===== src/rtl/cka_pkg.sv =====
// ---------------------------------------------------------------------------
// cka_pkg
// Types, codes and constants shared by the chroma key alpha matte block
// ---------------------------------------------------------------------------
package cka_pkg;

    localparam int BYTE_W = 8;
    localparam int DIV_W  = 9;
    localparam int DIST_W = 18;
    localparam int SQ_W   = 16;
    localparam int PROD_W = 26;
    localparam int IDX_W  = 3;
    localparam int FMT_W  = 3;

    localparam int QUEUE_DEPTH_DEF = 2;

    localparam logic [BYTE_W-1:0] FILL_FULL = 8'd255;
    localparam logic [BYTE_W-1:0] FILL_MID  = 8'd128;

    // pixel format codes, code 7 is unused and treated as rgb24
    typedef enum logic [FMT_W-1:0] {
        FMT_RGB24    = 3'd0,
        FMT_BGR24    = 3'd1,
        FMT_RGBA32   = 3'd2,
        FMT_BGRA32   = 3'd3,
        FMT_YUV444   = 3'd4,
        FMT_YUVA4444 = 3'd5,
        FMT_YUYV422  = 3'd6
    } fmt_t;

    // configuration register indexes
    typedef enum logic [IDX_W-1:0] {
        REG_KEY_C0          = 3'd0,
        REG_KEY_C1          = 3'd1,
        REG_KEY_C2          = 3'd2,
        REG_Y_DIVISOR       = 3'd3,
        REG_NEAR_THRESHOLD  = 3'd4,
        REG_BLEND_WIDTH     = 3'd5,
        REG_QUADRATIC_MODE  = 3'd6,
        REG_PIXEL_FORMAT    = 3'd7
    } reg_idx_t;

    typedef struct packed {
        logic [BYTE_W-1:0] key_c0;
        logic [BYTE_W-1:0] key_c1;
        logic [BYTE_W-1:0] key_c2;
        logic [DIV_W-1:0]  y_divisor;
        logic [DIST_W-1:0] near_threshold;
        logic [DIST_W-1:0] blend_width;
        logic              quadratic_mode;
        logic [FMT_W-1:0]  pixel_format;
    } cfg_t;

    localparam cfg_t CFG_RESET = '{
        key_c0:         8'd140,
        key_c1:         8'd200,
        key_c2:         8'd75,
        y_divisor:      9'd5,
        near_threshold: 18'd90,
        blend_width:    18'd30,
        quadratic_mode: 1'b0,
        pixel_format:   3'd0
    };

    // classified pixel handed from the front part to the back part
    typedef struct packed {
        logic [BYTE_W-1:0] b0;
        logic [BYTE_W-1:0] b1;
        logic [BYTE_W-1:0] b2;
        logic [BYTE_W-1:0] b3;
        logic              yuv;
        logic              pair;
        logic [BYTE_W-1:0] amax;
        logic [BYTE_W-1:0] d0;
        logic [BYTE_W-1:0] d1;
        logic [BYTE_W-1:0] d2;
    } px_item_t;

endpackage


===== src/rtl/cka_front.sv =====
// ---------------------------------------------------------------------------
// cka_front
// Accepts pixels, decodes the format, forms channel differences and divides
// the luma difference in a bit-per-stage restoring divider
// ---------------------------------------------------------------------------
module cka_front (
    input  logic              clk,
    input  logic              rst_n,
    input  cka_pkg::cfg_t     cfg,
    input  logic              pixel_valid,
    output logic              pixel_ready,
    input  logic [7:0]        byte0,
    input  logic [7:0]        byte1,
    input  logic [7:0]        byte2,
    input  logic [7:0]        byte3,
    output logic              item_valid,
    input  logic              item_ready,
    output cka_pkg::px_item_t item
);
    import cka_pkg::*;

    localparam int DSTG = BYTE_W;

    logic              swap;
    logic              yuv;
    logic              pair;
    logic              has_alpha;
    logic [BYTE_W-1:0] y_avg;
    logic [BYTE_W-1:0] y_sel;
    logic [BYTE_W-1:0] k0_sel;
    logic [BYTE_W-1:0] k2_sel;
    logic [BYTE_W-1:0] c2_sel;
    logic [DIV_W-1:0]  ydiv;
    logic [DIV_W-1:0]  dvs;
    px_item_t          cap_item;
    logic              adv;

    logic [DSTG:0]     vld_reg;
    px_item_t          itm_reg [0:DSTG];
    logic [BYTE_W-1:0] rem_reg [0:DSTG-1];
    logic [DIV_W-1:0]  rem_sh [0:DSTG-1];
    logic [BYTE_W-1:0] rem_next [0:DSTG-1];
    logic [BYTE_W-1:0] quo_next [0:DSTG-1];
    px_item_t          itm_next [0:DSTG-1];

    function automatic logic [BYTE_W-1:0] absd(input logic [BYTE_W-1:0] a,
                                               input logic [BYTE_W-1:0] b);
        absd = (a > b) ? (a - b) : (b - a);
    endfunction

    // format decode, unused code falls back to rgb24
    always_comb
    begin
        swap      = cfg.pixel_format inside {FMT_BGR24, FMT_BGRA32};
        yuv       = cfg.pixel_format inside {FMT_YUV444, FMT_YUVA4444, FMT_YUYV422};
        pair      = cfg.pixel_format inside {FMT_YUYV422};
        has_alpha = cfg.pixel_format inside {FMT_RGBA32, FMT_BGRA32, FMT_YUVA4444};
    end

    // luma divisor, zero acts as one, rgb formats divide by one
    assign ydiv = (cfg.y_divisor == '0) ? DIV_W'(1) : cfg.y_divisor;
    assign dvs  = yuv ? ydiv : DIV_W'(1);

    // channel selection and differences for the incoming pixel
    always_comb
    begin
        y_avg  = {1'b0, byte0[BYTE_W-1:1]} + {1'b0, byte2[BYTE_W-1:1]};
        y_sel  = pair ? y_avg : byte0;
        k0_sel = swap ? cfg.key_c2 : cfg.key_c0;
        k2_sel = swap ? cfg.key_c0 : cfg.key_c2;
        c2_sel = pair ? byte3 : byte2;

        cap_item.b0   = byte0;
        cap_item.b1   = byte1;
        cap_item.b2   = byte2;
        cap_item.b3   = byte3;
        cap_item.yuv  = yuv;
        cap_item.pair = pair;
        cap_item.amax = has_alpha ? byte3 : FILL_FULL;
        cap_item.d0   = absd(y_sel, k0_sel);
        cap_item.d1   = absd(byte1, cfg.key_c1);
        cap_item.d2   = absd(c2_sel, k2_sel);
    end

    // one restoring step per stage, dividend shifts out of d0 as quotient shifts in
    always_comb
    begin
        for (int s = 0; s < DSTG; s++)
        begin
            rem_sh[s] = {rem_reg[s], itm_reg[s].d0[BYTE_W-1]};
            if (rem_sh[s] >= dvs)
            begin
                rem_next[s] = BYTE_W'(rem_sh[s] - dvs);
                quo_next[s] = {itm_reg[s].d0[BYTE_W-2:0], 1'b1};
            end
            else
            begin
                rem_next[s] = BYTE_W'(rem_sh[s]);
                quo_next[s] = {itm_reg[s].d0[BYTE_W-2:0], 1'b0};
            end
            itm_next[s]    = itm_reg[s];
            itm_next[s].d0 = quo_next[s];
        end
    end

    // whole pipeline moves unless its last stage is held by the queue
    assign adv         = !vld_reg[DSTG] || item_ready;
    assign pixel_ready = adv;
    assign item_valid  = vld_reg[DSTG];
    assign item        = itm_reg[DSTG];

    // stage valid bits
    always_ff @(posedge clk or negedge rst_n)
    begin
        if (!rst_n)
        begin
            vld_reg <= '0;
        end
        else if (adv)
        begin
            vld_reg <= {vld_reg[DSTG-1:0], pixel_valid};
        end
    end

    // stage payload
    always_ff @(posedge clk)
    begin
        if (adv)
        begin
            itm_reg[0] <= cap_item;
            rem_reg[0] <= '0;
            for (int s = 0; s < DSTG; s++)
            begin
                itm_reg[s+1] <= itm_next[s];
            end
            for (int s = 0; s < DSTG-1; s++)
            begin
                rem_reg[s+1] <= rem_next[s];
            end
        end
    end

endmodule


===== src/rtl/cka_queue.sv =====
// ---------------------------------------------------------------------------
// cka_queue
// Short first-in first-out queue between the front and back parts
// ---------------------------------------------------------------------------
module cka_queue #(
    parameter int DEPTH = cka_pkg::QUEUE_DEPTH_DEF
) (
    input  logic              clk,
    input  logic              rst_n,
    input  logic              push_valid,
    output logic              push_ready,
    input  cka_pkg::px_item_t push_item,
    output logic              pop_valid,
    input  logic              pop_ready,
    output cka_pkg::px_item_t pop_item
);
    import cka_pkg::*;

    localparam int PTR_W = (DEPTH > 1) ? $clog2(DEPTH) : 1;
    localparam int CNT_W = $clog2(DEPTH + 1);

    px_item_t         mem_reg [0:DEPTH-1];
    logic [PTR_W-1:0] wr_ptr_reg;
    logic [PTR_W-1:0] wr_ptr_next;
    logic [PTR_W-1:0] rd_ptr_reg;
    logic [PTR_W-1:0] rd_ptr_next;
    logic [CNT_W-1:0] cnt_reg;
    logic [CNT_W-1:0] cnt_next;
    logic             do_push;
    logic             do_pop;

    assign push_ready = (cnt_reg != CNT_W'(DEPTH));
    assign pop_valid  = (cnt_reg != '0);
    assign pop_item   = mem_reg[rd_ptr_reg];
    assign do_push    = push_valid && push_ready;
    assign do_pop     = pop_valid && pop_ready;

    // pointer wrap and fill count
    always_comb
    begin
        wr_ptr_next = wr_ptr_reg;
        rd_ptr_next = rd_ptr_reg;
        cnt_next    = cnt_reg;
        if (do_push)
        begin
            wr_ptr_next = (wr_ptr_reg == PTR_W'(DEPTH - 1)) ? '0 : wr_ptr_reg + 1'b1;
        end
        if (do_pop)
        begin
            rd_ptr_next = (rd_ptr_reg == PTR_W'(DEPTH - 1)) ? '0 : rd_ptr_reg + 1'b1;
        end
        if (do_push && !do_pop)
        begin
            cnt_next = cnt_reg + 1'b1;
        end
        else if (do_pop && !do_push)
        begin
            cnt_next = cnt_reg - 1'b1;
        end
    end

    always_ff @(posedge clk or negedge rst_n)
    begin
        if (!rst_n)
        begin
            wr_ptr_reg <= '0;
            rd_ptr_reg <= '0;
            cnt_reg    <= '0;
        end
        else
        begin
            wr_ptr_reg <= wr_ptr_next;
            rd_ptr_reg <= rd_ptr_next;
            cnt_reg    <= cnt_next;
        end
    end

    // entry storage
    always_ff @(posedge clk)
    begin
        if (do_push)
        begin
            mem_reg[wr_ptr_reg] <= push_item;
        end
    end

endmodule


===== src/rtl/cka_back.sv =====
// ---------------------------------------------------------------------------
// cka_back
// Forms the key distance, classifies it against the thresholds, divides the
// scaled band offset for alpha and drives the result register
// ---------------------------------------------------------------------------
module cka_back (
    input  logic              clk,
    input  logic              rst_n,
    input  cka_pkg::cfg_t     cfg,
    input  logic              item_valid,
    output logic              item_ready,
    input  cka_pkg::px_item_t item,
    output logic              matte_valid,
    input  logic              matte_ready,
    output logic [7:0]        out0,
    output logic [7:0]        out1,
    output logic [7:0]        out2,
    output logic [7:0]        out3,
    output logic [7:0]        out4,
    output logic [7:0]        out5,
    output logic [7:0]        out6,
    output logic [7:0]        out7,
    output logic              second_valid
);
    import cka_pkg::*;

    localparam int DSTG = BYTE_W;
    localparam int NSTG = 4 + DSTG;

    logic              adv;

    logic [NSTG-1:0]   vld_reg;
    px_item_t          itm_reg [0:NSTG-1];
    logic [SQ_W-1:0]   sq0_reg;
    logic [SQ_W-1:0]   sq1_reg;
    logic [SQ_W-1:0]   sq2_reg;
    logic [DIST_W-1:0] tot_reg;
    logic              near_c_reg;
    logic              band_c_reg;
    logic [DIST_W-1:0] excess_reg;
    logic [PROD_W-1:0] rem_reg [0:DSTG-1];
    logic [BYTE_W-1:0] quo_reg [0:DSTG];
    logic              near_reg [0:DSTG];
    logic              band_reg [0:DSTG];

    logic [SQ_W-1:0]   sq0_next;
    logic [SQ_W-1:0]   sq1_next;
    logic [SQ_W-1:0]   sq2_next;
    logic [DIST_W:0]   band_top;
    logic [PROD_W-1:0] sub_val [0:DSTG-1];
    logic [PROD_W-1:0] rem_next [0:DSTG-1];
    logic [BYTE_W-1:0] quo_next [0:DSTG-1];

    px_item_t          fin;
    logic [BYTE_W-1:0] alpha;
    logic              mv_reg;
    logic [BYTE_W-1:0] o0_reg, o1_reg, o2_reg, o3_reg, o4_reg, o5_reg, o6_reg, o7_reg;
    logic              sv_reg;
    logic [BYTE_W-1:0] o0_next, o1_next, o2_next, o3_next;
    logic [BYTE_W-1:0] o4_next, o5_next, o6_next, o7_next;
    logic              sv_next;

    assign adv        = !mv_reg || matte_ready;
    assign item_ready = adv;

    // per-channel terms, squared in quadratic mode
    always_comb
    begin
        if (cfg.quadratic_mode)
        begin
            sq0_next = SQ_W'(item.d0) * SQ_W'(item.d0);
            sq1_next = SQ_W'(item.d1) * SQ_W'(item.d1);
            sq2_next = SQ_W'(item.d2) * SQ_W'(item.d2);
        end
        else
        begin
            sq0_next = SQ_W'(item.d0);
            sq1_next = SQ_W'(item.d1);
            sq2_next = SQ_W'(item.d2);
        end
    end

    // upper edge of the blend band
    assign band_top = {1'b0, cfg.near_threshold} + {1'b0, cfg.blend_width};

    // restoring division of the scaled offset, one quotient bit per stage
    always_comb
    begin
        for (int s = 0; s < DSTG; s++)
        begin
            sub_val[s] = PROD_W'(cfg.blend_width) << (DSTG - 1 - s);
            if (rem_reg[s] >= sub_val[s])
            begin
                rem_next[s] = rem_reg[s] - sub_val[s];
                quo_next[s] = {quo_reg[s][BYTE_W-2:0], 1'b1};
            end
            else
            begin
                rem_next[s] = rem_reg[s];
                quo_next[s] = {quo_reg[s][BYTE_W-2:0], 1'b0};
            end
        end
    end

    // result assembly from the last stage
    assign fin   = itm_reg[NSTG-1];
    assign alpha = band_reg[DSTG] ? quo_reg[DSTG] : fin.amax;

    always_comb
    begin
        o0_next = '0;
        o1_next = '0;
        o2_next = '0;
        o3_next = '0;
        o4_next = '0;
        o5_next = '0;
        o6_next = '0;
        o7_next = '0;
        sv_next = fin.pair;
        if (near_reg[DSTG])
        begin
            o0_next = FILL_FULL;
            o1_next = fin.yuv ? FILL_MID : FILL_FULL;
            o2_next = fin.yuv ? FILL_MID : FILL_FULL;
            if (fin.pair)
            begin
                o4_next = FILL_FULL;
                o5_next = FILL_MID;
                o6_next = FILL_MID;
            end
        end
        else if (fin.pair)
        begin
            o0_next = fin.b0;
            o1_next = fin.b1;
            o2_next = fin.b3;
            o3_next = alpha;
            o4_next = fin.b2;
            o5_next = fin.b1;
            o6_next = fin.b3;
            o7_next = alpha;
        end
        else
        begin
            o0_next = fin.b0;
            o1_next = fin.b1;
            o2_next = fin.b2;
            o3_next = alpha;
        end
    end

    // stage valid bits and result valid
    always_ff @(posedge clk or negedge rst_n)
    begin
        if (!rst_n)
        begin
            vld_reg <= '0;
            mv_reg  <= 1'b0;
        end
        else if (adv)
        begin
            vld_reg <= {vld_reg[NSTG-2:0], item_valid};
            mv_reg  <= vld_reg[NSTG-1];
        end
    end

    // stage payload
    always_ff @(posedge clk)
    begin
        if (adv)
        begin
            itm_reg[0] <= item;
            for (int s = 1; s < NSTG; s++)
            begin
                itm_reg[s] <= itm_reg[s-1];
            end

            sq0_reg <= sq0_next;
            sq1_reg <= sq1_next;
            sq2_reg <= sq2_next;

            tot_reg <= DIST_W'(sq0_reg) + DIST_W'(sq1_reg) + DIST_W'(sq2_reg);

            near_c_reg <= (tot_reg < cfg.near_threshold);
            band_c_reg <= ({1'b0, tot_reg} < band_top);
            excess_reg <= tot_reg - cfg.near_threshold;

            rem_reg[0]  <= PROD_W'(itm_reg[2].amax) * PROD_W'(excess_reg);
            quo_reg[0]  <= '0;
            near_reg[0] <= near_c_reg;
            band_reg[0] <= band_c_reg;

            for (int s = 0; s < DSTG; s++)
            begin
                quo_reg[s+1]  <= quo_next[s];
                near_reg[s+1] <= near_reg[s];
                band_reg[s+1] <= band_reg[s];
            end
            for (int s = 0; s < DSTG-1; s++)
            begin
                rem_reg[s+1] <= rem_next[s];
            end

            o0_reg <= o0_next;
            o1_reg <= o1_next;
            o2_reg <= o2_next;
            o3_reg <= o3_next;
            o4_reg <= o4_next;
            o5_reg <= o5_next;
            o6_reg <= o6_next;
            o7_reg <= o7_next;
            sv_reg <= sv_next;
        end
    end

    assign matte_valid  = mv_reg;
    assign out0         = o0_reg;
    assign out1         = o1_reg;
    assign out2         = o2_reg;
    assign out3         = o3_reg;
    assign out4         = o4_reg;
    assign out5         = o5_reg;
    assign out6         = o6_reg;
    assign out7         = o7_reg;
    assign second_valid = sv_reg;

endmodule


===== src/rtl/chroma_key_alpha_core.sv =====
// ---------------------------------------------------------------------------
// chroma_key_alpha_core
// Chroma key alpha matte generator: one pixel or one YUYV pair per unstalled cycle
// ---------------------------------------------------------------------------
// Pixels enter on the pixel channel (pixel_valid / pixel_ready, byte0..3)
// and mattes leave on the matte channel (matte_valid / matte_ready,
// out0..out7, second_valid). Both channels complete a transaction when
// valid and ready are high at a rising edge.
// Registers are written through the cfg channel (cfg_index, cfg_data);
// cfg_ready is always high and writes belong between frames, while no
// pixel is in flight.
// Throughput is one pixel per cycle while the matte channel does not stall.
// A pixel passes a 9-stage front (capture plus one stage per luma quotient
// bit), a queue entry and a 12-stage back (terms, sum, threshold compare,
// alpha multiply, one stage per alpha quotient bit) followed by the result
// register.
// When the receiver stalls, the whole back pipeline holds at once, the queue
// takes up to QUEUE_DEPTH transactions, and pixel_ready then drops as soon as
// a pixel waits in the last front stage; empty stages are not squeezed out.
// Reset empties every stage and the queue and loads the register defaults.
// ---------------------------------------------------------------------------
module chroma_key_alpha_core #(
    parameter int QUEUE_DEPTH = cka_pkg::QUEUE_DEPTH_DEF
) (
    input  logic                        clk,
    input  logic                        rst_n,
    input  logic                        cfg_valid,
    output logic                        cfg_ready,
    input  logic [cka_pkg::IDX_W-1:0]   cfg_index,
    input  logic [cka_pkg::DIST_W-1:0]  cfg_data,
    input  logic                        pixel_valid,
    output logic                        pixel_ready,
    input  logic [7:0]                  byte0,
    input  logic [7:0]                  byte1,
    input  logic [7:0]                  byte2,
    input  logic [7:0]                  byte3,
    output logic                        matte_valid,
    input  logic                        matte_ready,
    output logic [7:0]                  out0,
    output logic [7:0]                  out1,
    output logic [7:0]                  out2,
    output logic [7:0]                  out3,
    output logic [7:0]                  out4,
    output logic [7:0]                  out5,
    output logic [7:0]                  out6,
    output logic [7:0]                  out7,
    output logic                        second_valid
);
    import cka_pkg::*;

    cfg_t     cfg_reg;
    logic     fq_valid;
    logic     fq_ready;
    px_item_t fq_item;
    logic     qb_valid;
    logic     qb_ready;
    px_item_t qb_item;

    assign cfg_ready = 1'b1;

    // register file writes
    always_ff @(posedge clk or negedge rst_n)
    begin
        if (!rst_n)
        begin
            cfg_reg <= CFG_RESET;
        end
        else if (cfg_valid && cfg_ready)
        begin
            case (reg_idx_t'(cfg_index))
                REG_KEY_C0:         cfg_reg.key_c0         <= cfg_data[BYTE_W-1:0];
                REG_KEY_C1:         cfg_reg.key_c1         <= cfg_data[BYTE_W-1:0];
                REG_KEY_C2:         cfg_reg.key_c2         <= cfg_data[BYTE_W-1:0];
                REG_Y_DIVISOR:      cfg_reg.y_divisor      <= cfg_data[DIV_W-1:0];
                REG_NEAR_THRESHOLD: cfg_reg.near_threshold <= cfg_data[DIST_W-1:0];
                REG_BLEND_WIDTH:    cfg_reg.blend_width    <= cfg_data[DIST_W-1:0];
                REG_QUADRATIC_MODE: cfg_reg.quadratic_mode <= cfg_data[0];
                REG_PIXEL_FORMAT:   cfg_reg.pixel_format   <= cfg_data[FMT_W-1:0];
                default:            cfg_reg                <= cfg_reg;
            endcase
        end
    end

    // front: decode and luma divide
    cka_front u_front (
        .clk         (clk),
        .rst_n       (rst_n),
        .cfg         (cfg_reg),
        .pixel_valid (pixel_valid),
        .pixel_ready (pixel_ready),
        .byte0       (byte0),
        .byte1       (byte1),
        .byte2       (byte2),
        .byte3       (byte3),
        .item_valid  (fq_valid),
        .item_ready  (fq_ready),
        .item        (fq_item)
    );

    // decoupling queue
    cka_queue #(
        .DEPTH (QUEUE_DEPTH)
    ) u_queue (
        .clk        (clk),
        .rst_n      (rst_n),
        .push_valid (fq_valid),
        .push_ready (fq_ready),
        .push_item  (fq_item),
        .pop_valid  (qb_valid),
        .pop_ready  (qb_ready),
        .pop_item   (qb_item)
    );

    // back: distance, thresholds, alpha
    cka_back u_back (
        .clk          (clk),
        .rst_n        (rst_n),
        .cfg          (cfg_reg),
        .item_valid   (qb_valid),
        .item_ready   (qb_ready),
        .item         (qb_item),
        .matte_valid  (matte_valid),
        .matte_ready  (matte_ready),
        .out0         (out0),
        .out1         (out1),
        .out2         (out2),
        .out3         (out3),
        .out4         (out4),
        .out5         (out5),
        .out6         (out6),
        .out7         (out7),
        .second_valid (second_valid)
    );

endmodule


===== config.mk =====
export PLATFORM = sky130hd
export DESIGN_NAME = chroma_key_alpha_core
export DESIGN_NICKNAME = d
export VERILOG_FILES = /design/src/rtl/cka_pkg.sv /design/src/rtl/cka_front.sv /design/src/rtl/cka_queue.sv /design/src/rtl/cka_back.sv /design/src/rtl/chroma_key_alpha_core.sv
export SDC_FILE = /design/constraint.sdc
export NUM_CORES = 2
export LEC_CHECK = 0
export ABC_AREA = 1
export ABC_CLOCK_PERIOD_IN_PS = 38700
export BUFFER_PORTS_ARGS = -buffer_cell sky130_fd_sc_hd__buf_2
export CORE_UTILIZATION = 50
export DETAILED_ROUTE_END_ITERATION = 16
export PLACE_DENSITY = 0.66
export SETUP_SLACK_MARGIN = 0.15
export SLEW_MARGIN = 20
export SYNTH_ARGS = -nofsm -noshare
export SYNTH_HDL_FRONTEND = slang
export SYNTH_SLANG_ARGS = --single-unit

===== constraint.sdc =====
create_clock -name clk -period 38.7 [get_ports clk]
set_input_delay 0 -clock clk [delete_from_list [all_inputs] [get_ports clk]]
set_output_delay 0 -clock clk [all_outputs]
set_load 0.01 [all_outputs]

# Yosys cells after proc, flatten, opt, wreduce, memory -nomap -nowiden
# Memory sizes are Yosys's and may differ from the RTL's.
# Index checks and enable logic that the tools add are counted.
totals:
  input_bits: 58
  elab_cells: 202
  ram_bits: 1880
  out_inout_bits: 68
  ff_bits: 250
  memories: 8
classes:
  magnitude_cmp: 21
  addsub: 29
  n_reduce_logical: 26
  bitwise_logic: 1
  n_eq_ne: 14
  mux: 66
  n_mul: 4
memory_table:
  columns: ["memory", "words", "width", "read_ports", "rd_clocked_by_memory_dff", "wr", "line_no", "rtl"]
  rows:
  - ["u_back.itm_reg", 12, 66, 12, 0, 12, "cka_back.sv:33", "px_item_t itm_reg [0:NSTG-1];"]
  - ["u_front.itm_reg", 9, 66, 9, 0, 9, "cka_front.sv:39", "px_item_t itm_reg [0:DSTG];"]
  - ["u_back.rem_reg", 8, 26, 8, 0, 8, "cka_back.sv:41", "logic [PROD_W-1:0] rem_reg [0:DSTG-1];"]
  - ["u_queue.mem_reg", 2, 66, 1, 0, 1, "cka_queue.sv:22", "px_item_t mem_reg [0:DEPTH-1];"]
  - ["u_back.quo_reg", 9, 8, 9, 0, 9, "cka_back.sv:42", "logic [BYTE_W-1:0] quo_reg [0:DSTG];"]
  - ["u_front.rem_reg", 8, 8, 8, 0, 8, "cka_front.sv:40", "logic [BYTE_W-1:0] rem_reg [0:DSTG-1];"]
  - ["2 more memories", null, null, null, null, null, null, null]
ops:
  columns: ["operator", "count"]
  rows:
  - ["$mux 8", 30]
  - ["$mux 26", 7]
  - ["$sub 8x8->8", 13]
  - ["$ge 9x9->1", 8]
  - ["$mul 8x8->16", 3]
  - ["$ge 26x18->1", 1]
  - ["$ge 26x19->1", 1]
  - ["$ge 26x20->1", 1]
  - ["$ge 26x21->1", 1]
  - ["$ge 26x22->1", 1]
  - ["$ge 26x23->1", 1]
  - ["$ge 26x24->1", 1]
  - ["$ge 26x25->1", 1]
  - ["$mul 8x18->26", 1]
  - ["$sub 26x19->26", 1]
  - ["$sub 26x20->26", 1]
  - ["$sub 26x21->26", 1]
  - ["$sub 26x22->26", 1]
  - ["$sub 26x23->26", 1]
  - ["$sub 26x24->26", 1]
  - ["$sub 26x25->26", 1]
  - ["$gt 8x8->1", 3]
  - ["$mux 1", 24]
  - ["$eq 3x3->1 const B", 7]
  - ["other kinds (26)", 50]

# Logic depth before layout (Yosys ltp)
depth:
  depth_word: 6
  mapped_depth: 25
  mapped_depth_nobuf: 23

# Hierarchy
# From an unflattened synthesis, not the netlist that was laid out.
hier_totals:
  hier_cells: 8105
  area_unflattened_um2: 88930.3
by_module_without_submodules:
  columns: ["module", "area_per_inst_um2", "cells_each", "instances", "seq_area_each_um2"]
  rows:
  - ["cka_back", 53045.9, 5232, 1, 27861.7]
  - ["cka_front", 27915.5, 2169, 1, 19743.9]
  - ["cka_queue", 5036.1, 374, 1, 4063.9]
  - ["chroma_key_alpha_core", 2932.8, 330, 1, 1851.8]

# Worst setup path after synthesis
# No wires, ideal clock.
synth_timing:
  path_type: "register to register"
  from: "reg u_back.mv_reg, in the netlist u_back.matte_valid"
  to: "reg u_back.vld_reg[10]"
  setup_slack_ns: 11.309
  setup_ns: 1.113
  arrival_time_ns: 26.279
  stages_incl_launch_ff: 4
  required_time_ns: 37.587
  synth_period_minus_slack_ns: 27.391
  path_buffers: 1
  path_cell_list: "dfrtp_1 -> nand2_1 -> clkbuf_1 -> a21oi_1"
synth_via:
  elab_chain_cells: 2
synth_rtl:
  columns: ["element", "line_no", "rtl"]
  rows:
  - ["from (decl)", "cka_back.sv:56", "logic mv_reg;"]
  - ["from (signal assigned)", "cka_back.sv:163", "mv_reg <= vld_reg[NSTG-1];"]
  - ["$logic_not 1->1", "cka_back.sv:63", "assign adv = !mv_reg || matte_ready;"]
  - ["$logic_or 1x1->1", "cka_back.sv:63", null]
  - ["to (signal assigned)", "cka_back.sv:162", "vld_reg <= {vld_reg[NSTG-2:0], item_valid};"]
  - ["to (decl)", "cka_back.sv:32", "logic [NSTG-1:0] vld_reg;"]
# No other way between the ends.
# A chain may end at the register's enable or synchronous reset.

# Worst setup path in the final report
layout_timing:
  from: "reg u_queue.rd_ptr_reg"
  to: "reg u_back.sq1_reg[12] (data pin)"
layout_via:
  elab_chain_cells: 2
layout_rtl:
  columns: ["element", "line_no", "rtl"]
  rows:
  - ["from (decl)", "cka_queue.sv:25", "logic [PTR_W-1:0] rd_ptr_reg;"]
  - ["from (signal assigned)", "cka_queue.sv:73", "rd_ptr_reg <= rd_ptr_next;"]
  - ["$mem_v2 2x66", null, null]
  - ["$mul 8x8->16", "cka_back.sv:72", "sq1_next = SQ_W'(item.d1) * SQ_W'(item.d1);"]
  - ["to (signal assigned)", "cka_back.sv:179", "sq1_reg <= sq1_next;"]
  - ["to (decl)", "cka_back.sv:35", "logic [SQ_W-1:0] sq1_reg;"]
# No other way between the ends.

==> results.md <==
Critical path:
- The critical path startpoint category is a flop.
- The number of buffers and inverters on the critical path is 5.
- The data required time at the worst endpoint is between 30000 and 40000 ps.
- For flop-to-flop paths, the worst setup slack is 32800 ps.
- The maximum cell stage delay along the critical path is 860 ps.
- The startpoint identified for the worst register-to-register timing path is u_queue.rd_ptr_reg$_DFFE_PN0P_.
- Counting buffers and inverters, the worst setup path is 19 cells deep.
- The cell family contributing the most delay on the critical path is adder cells.
- The worst register-to-register path ends at u_back.sq1_reg[12]$_SDFFCE_PN0N_.
- Walking the worst path, the cells encountered are buf_4, mux2i_1, nor2_1, fa_1, inv_1, fa_1, inv_1, fa_1, inv_1, fa_1, inv_1, ha_1, nand2_1, or2_2, nand3_1, nand3_1, nand2_1, o21ai_0, a21oi_1.
- The critical setup path kind is reg -> reg.
- The largest driver fanout on the critical path is roughly 60.
- The number of cells on the worst reg-to-reg path is 19.
- On the critical path, the stage with the largest delay is an instance of mux2i_1.
- The capturing element type of the critical path is a flop.
- Data arrives at the worst endpoint at 6550 ps.

STA:
- The final count of pins violating max slew came to 0.
- The total negative setup slack is 0 ps.
- The ratio of final minimum period to clock period is 15.3%.
- The worst path needs 5900 ps of the cycle, external delays included.
- At the pin with the least slew margin, the transition time is 1040 ps.
- Setup repair after global routing left no endpoint under its margin.
- The setup-violating endpoint count in the final report is 0.
- In this run the tightest slew margin relative to its limit is a little under a third.
- The post-route worst hold slack is between 70 and 80 ps.
- The top achievable clock speed is 169 MHz.
- The number of endpoints with negative hold slack in the final report came to 0.
- Across the routed clock network, the largest skew measured is 43.0 ps.

Routing:
- The first TritonRoute pass finished after 6 iterations.
- The average vias per placed instance is between 5 and 6.
- The wire length reported by the detailed router is 178 mm.
- The detailed router finished its first iteration with 3836 violations.
- In this run the remaining antenna-violating nets after routing total 0.
- The residual DRC count is 0.
- The overall via count from detail_route is 53100.
- The routed length per instance is between 15 and 20 um.

Yosys:
- In this run, synthesis inferred 1699 flip-flops with an integrated enable.
- Of the total synthesized cell area, the portion taken by XOR and XNOR cells is 2.40%.
- Of all flip-flops after synthesis, the portion carrying an async set or reset was under 10%.
- The multiplexer area fraction after synthesis is 0.186%.
- The register bit total from synthesis is 1798.
- For this run, the number of Yosys warnings is 0.
- The average footprint of a synthesized cell is 11.5 um^2.
- The synthesized netlist cell count is 7526.
- The fraction of the mapped netlist area in compound gates is just over 6%.
- Of the total synthesized cell area, the portion taken by full adders, half adders and majority gates is between 10 and 15%.
- The simple-gate area share of the yosys netlist is around an eighth.
- The cell area that synthesis handed to floorplanning was 0.0866 mm^2.
- After synthesis, the largest family of logic cells by area is simple AND/OR/NAND/NOR gates.
- The number of distinct library cell variants in the gate-level netlist after synthesis is between 60 and 70.
- The most common flop cell mapped by yosys is edfxtp_1.
- Counting every net in the synthesized netlist gives a little over 8000.
- The part of the Yosys area used for sequential elements is a little over 60%.

Min path:
- The worst hold path stage count is 4.
- The worst hold path begins at byte3[1].
- The path with the worst hold slack has its endpoint at u_front.itm_reg[0][25]$_SDFFCE_PN1P_.
- The classification of the worst-slack hold path is in -> reg.

Global routing:
- The wire length of the first global-routing pass is 282 mm.
- Entering global routing, the biggest net connects between 200 and 250 pins.
- The via count of the first global-routing pass was 52000.
- The initial antenna violation count is 0.
- Global routing used 20.6% of the available tracks.
- The residual overflow from global routing is 0.

Floorplanning:
- The total area inside the core boundary comes to around 0.17 mm^2.
- The floorplan step set the die height to 418 um.
- For this configuration, the core starts out at a cell density of slightly above 50%.
- The die area is ~0.17 mm^2.
- Pin placement for this block handled about 130 I/O pins.
- The number of core rows is 152.
- In this run the horizontal extent of the chip is about 420 um.

Cells and area:
- Cells fill 56.5% of the core in the end.
- The area growth from synthesis to layout is 12.0%.
- The fraction of layout instances using a drive strength above 1 is just over 7%.
- The count of cells in the finished layout, fillers not included, comes to 10300.
- The register with the most flip-flops in the layout has 594 of them.
- The repair_antennas step left the layout with diodes totalling 0.
- The net count of the finished layout is ~8600.

Clock network:
- The H-tree generated during clock tree synthesis spans 4 levels.
- Clock tree synthesis inserted a total of 182 buffers.
- After clock tree synthesis, the repair step resized 0 gates.
- The clock latency on the worst-skew pair is 820 ps.
- The CTS root buffer is clkbuf_16.
- The largest buffer count on any clock path is 3.
- TritonCTS built the clock tree.
- The clock transition at the register clock pins on the worst setup and hold paths after CTS is around 60 ps.
- The clock drives roughly 1800 sinks.

Placed design:
- The final estimated routing congestion in global placement is 0.901.
- The number of buffer cells added on primary ports is ~120.
- The instance count after placement with tap cells included is 9867.
- The half-perimeter wire length of the detailed placement result is 128 mm.

Status:
- The flow ran to the end, and the final reports show no timing, DRC or antenna violations.

Flow run:
- Across the run, the number of max-cap violations was 0.
## what timing repair did
item / 4_1_cts / 5_1_grt
buffers inserted: 0 / 0
hold buffers: 106 / 0
endpoints found under the hold margin: 204 / 0
## cells in the mapped netlist (3+ instances only)
cell         n  area share, %
edfxtp_1  1699             59
nand2_1   1689            7.3
inv_1      990            4.3
nor2_1     496            2.1
ha_1       479            6.9
a21oi_1    421            2.4
o21ai_0    353            2.0
nand3_1    230            1.3
fa_1       198            4.6
xor2_1     149            1.5
nand4_1    110           0.79
xnor2_1     88           0.89
dfrtp_1     79            2.3
clkbuf_1    69           0.30
nor3_1      52           0.30
or2_2       51           0.37
o21ai_1     48           0.28
o21ai_2     26           0.26
a21o_1      25           0.22
o21bai_1    23           0.20
buf_2       22           0.13
dfstp_2     20           0.61
o21a_1      20           0.17
nand3b_1    18           0.16
a31oi_1     15           0.11
mux2i_1     15           0.17
buf_6       12           0.16
buf_1       10          0.043
buf_4       10          0.087
a211oi_1     9          0.078
inv_2        9          0.039
o211ai_1     9          0.078
a21boi_0     8          0.069
nand2_2      7          0.051
o22ai_1      7          0.051
a21oi_2      6          0.061
nand3_2      5          0.058
and2_1       4          0.029
nor2_4       4          0.052
nor4_1       4          0.029
o221ai_1     4          0.040
clkbuf_2     3          0.017
## worst max-delay path by stage
stage / startpoint / endpoint / slack [ps]
final: u_queue.rd_ptr_reg$_DFFE_PN0P_ / u_back.sq1_reg[12]$_SDFFCE_PN0N_ / 32800
after global routing: u_queue.rd_ptr_reg$_DFFE_PN0P_ / u_back.sq1_reg[12]$_SDFFCE_PN0N_ / 32280
after global placement: u_queue.rd_ptr_reg$_DFFE_PN0P_ / u_back.sq1_reg[12]$_SDFFCE_PN0N_ / 32780
after CTS: u_queue.rd_ptr_reg$_DFFE_PN0P_ / u_back.sq1_reg[12]$_SDFFCE_PN0N_ / 32740
after floorplan: u_back.matte_valid$_DFFE_PN0N_ / u_back.vld_reg[10]$_DFFE_PN0N_ / 11310
after detailed placement: u_queue.rd_ptr_reg$_DFFE_PN0P_ / u_back.sq1_reg[12]$_SDFFCE_PN0N_ / 32790
## per-layer routing
metal	part of all wire (%)	track usage (%)
met1	46	28.7
met2	48	33.9
met3	4.4	2.91
met4	2.3	5.57
met5	0	0
## layout make-up
type	instances	area [um^2]
fillers	14300	74700
repair buffers	264	2010
flip-flops and latches	1798	53500
clock buffers	234	4940
clock inverters	105	1120
multi-input cells	4599	28700
inverters	1003	3770
well taps	2310	2890
## through the flow
step	instance area (um^2)	setup WS, ps
6_report	97000	32800
5_1_grt	97000	32280
4_1_cts	97000	32740
3_5_place_dp	89800	32790
3_3_place_gp	89800	32780
2_1_floorplan	86600	11310
## worst register-to-register path, stage by stage, from the launching register on
cell and delay (ps):
dfrtp_2 500, buf_4 610, mux2i_1 910, nor2_1 170
fa_1 550, inv_1 60, fa_1 530, inv_1 50
fa_1 520, inv_1 50, fa_1 520, inv_1 40
ha_1 330, nand2_1 80, or2_2 310, nand3_1 120
nand3_1 80, nand2_1 90, o21ai_0 70, a21oi_1 140
## layout by cell type (no fill, tap or decap), types with 12 or more instances in the layout
cell / Yosys / routed
clkbuf_16: 0 / 187
nand3_1: 230 / 229
xor2_1: 149 / 149
ha_1: 479 / 479
mux2i_1: 15 / 15
inv_1: 990 / 990
o21bai_1: 23 / 23
o21ai_0: 353 / 353
o21a_1: 20 / 20
edfxtp_1: 1699 / 1699
fa_1: 198 / 198
clkinv_2: 0 / 28
dlygate4sd3_1: 0 / 105
buf_2: 22 / 123
nor2_1: 496 / 494
nand3b_1: 18 / 18
nor3_1: 52 / 51
o21ai_2: 26 / 26
xnor2_1: 88 / 88
dfrtp_1: 79 / 78
o21ai_1: 48 / 48
nand4_1: 110 / 110
buf_4: 10 / 31
bufinv_16: 0 / 14
nand2_1: 1689 / 1688
clkinv_1: 2 / 31
a31oi_1: 15 / 15
a21oi_1: 421 / 421
dfstp_2: 20 / 20
clkbuf_1: 69 / 39
clkinvlp_4: 0 / 12
a21o_1: 25 / 25
or2_2: 51 / 51
## cells by family (layout without fill, tap and decap cells)
logic type,count (synthesis),in the layout
AOI/OAI and AO/OA,984,984
xor gates and xnor gates,237,237
adders and majority gates,677,677
buffers and inverters,1129,1606
DFF,1798,1798
muxes,16,16
other,1,1
and+or+nand+nor,2684,2684
Power is left out: the tool's default activity adds up to more than one toggle a clock period on the data nets, which glitch-free logic cannot reach.
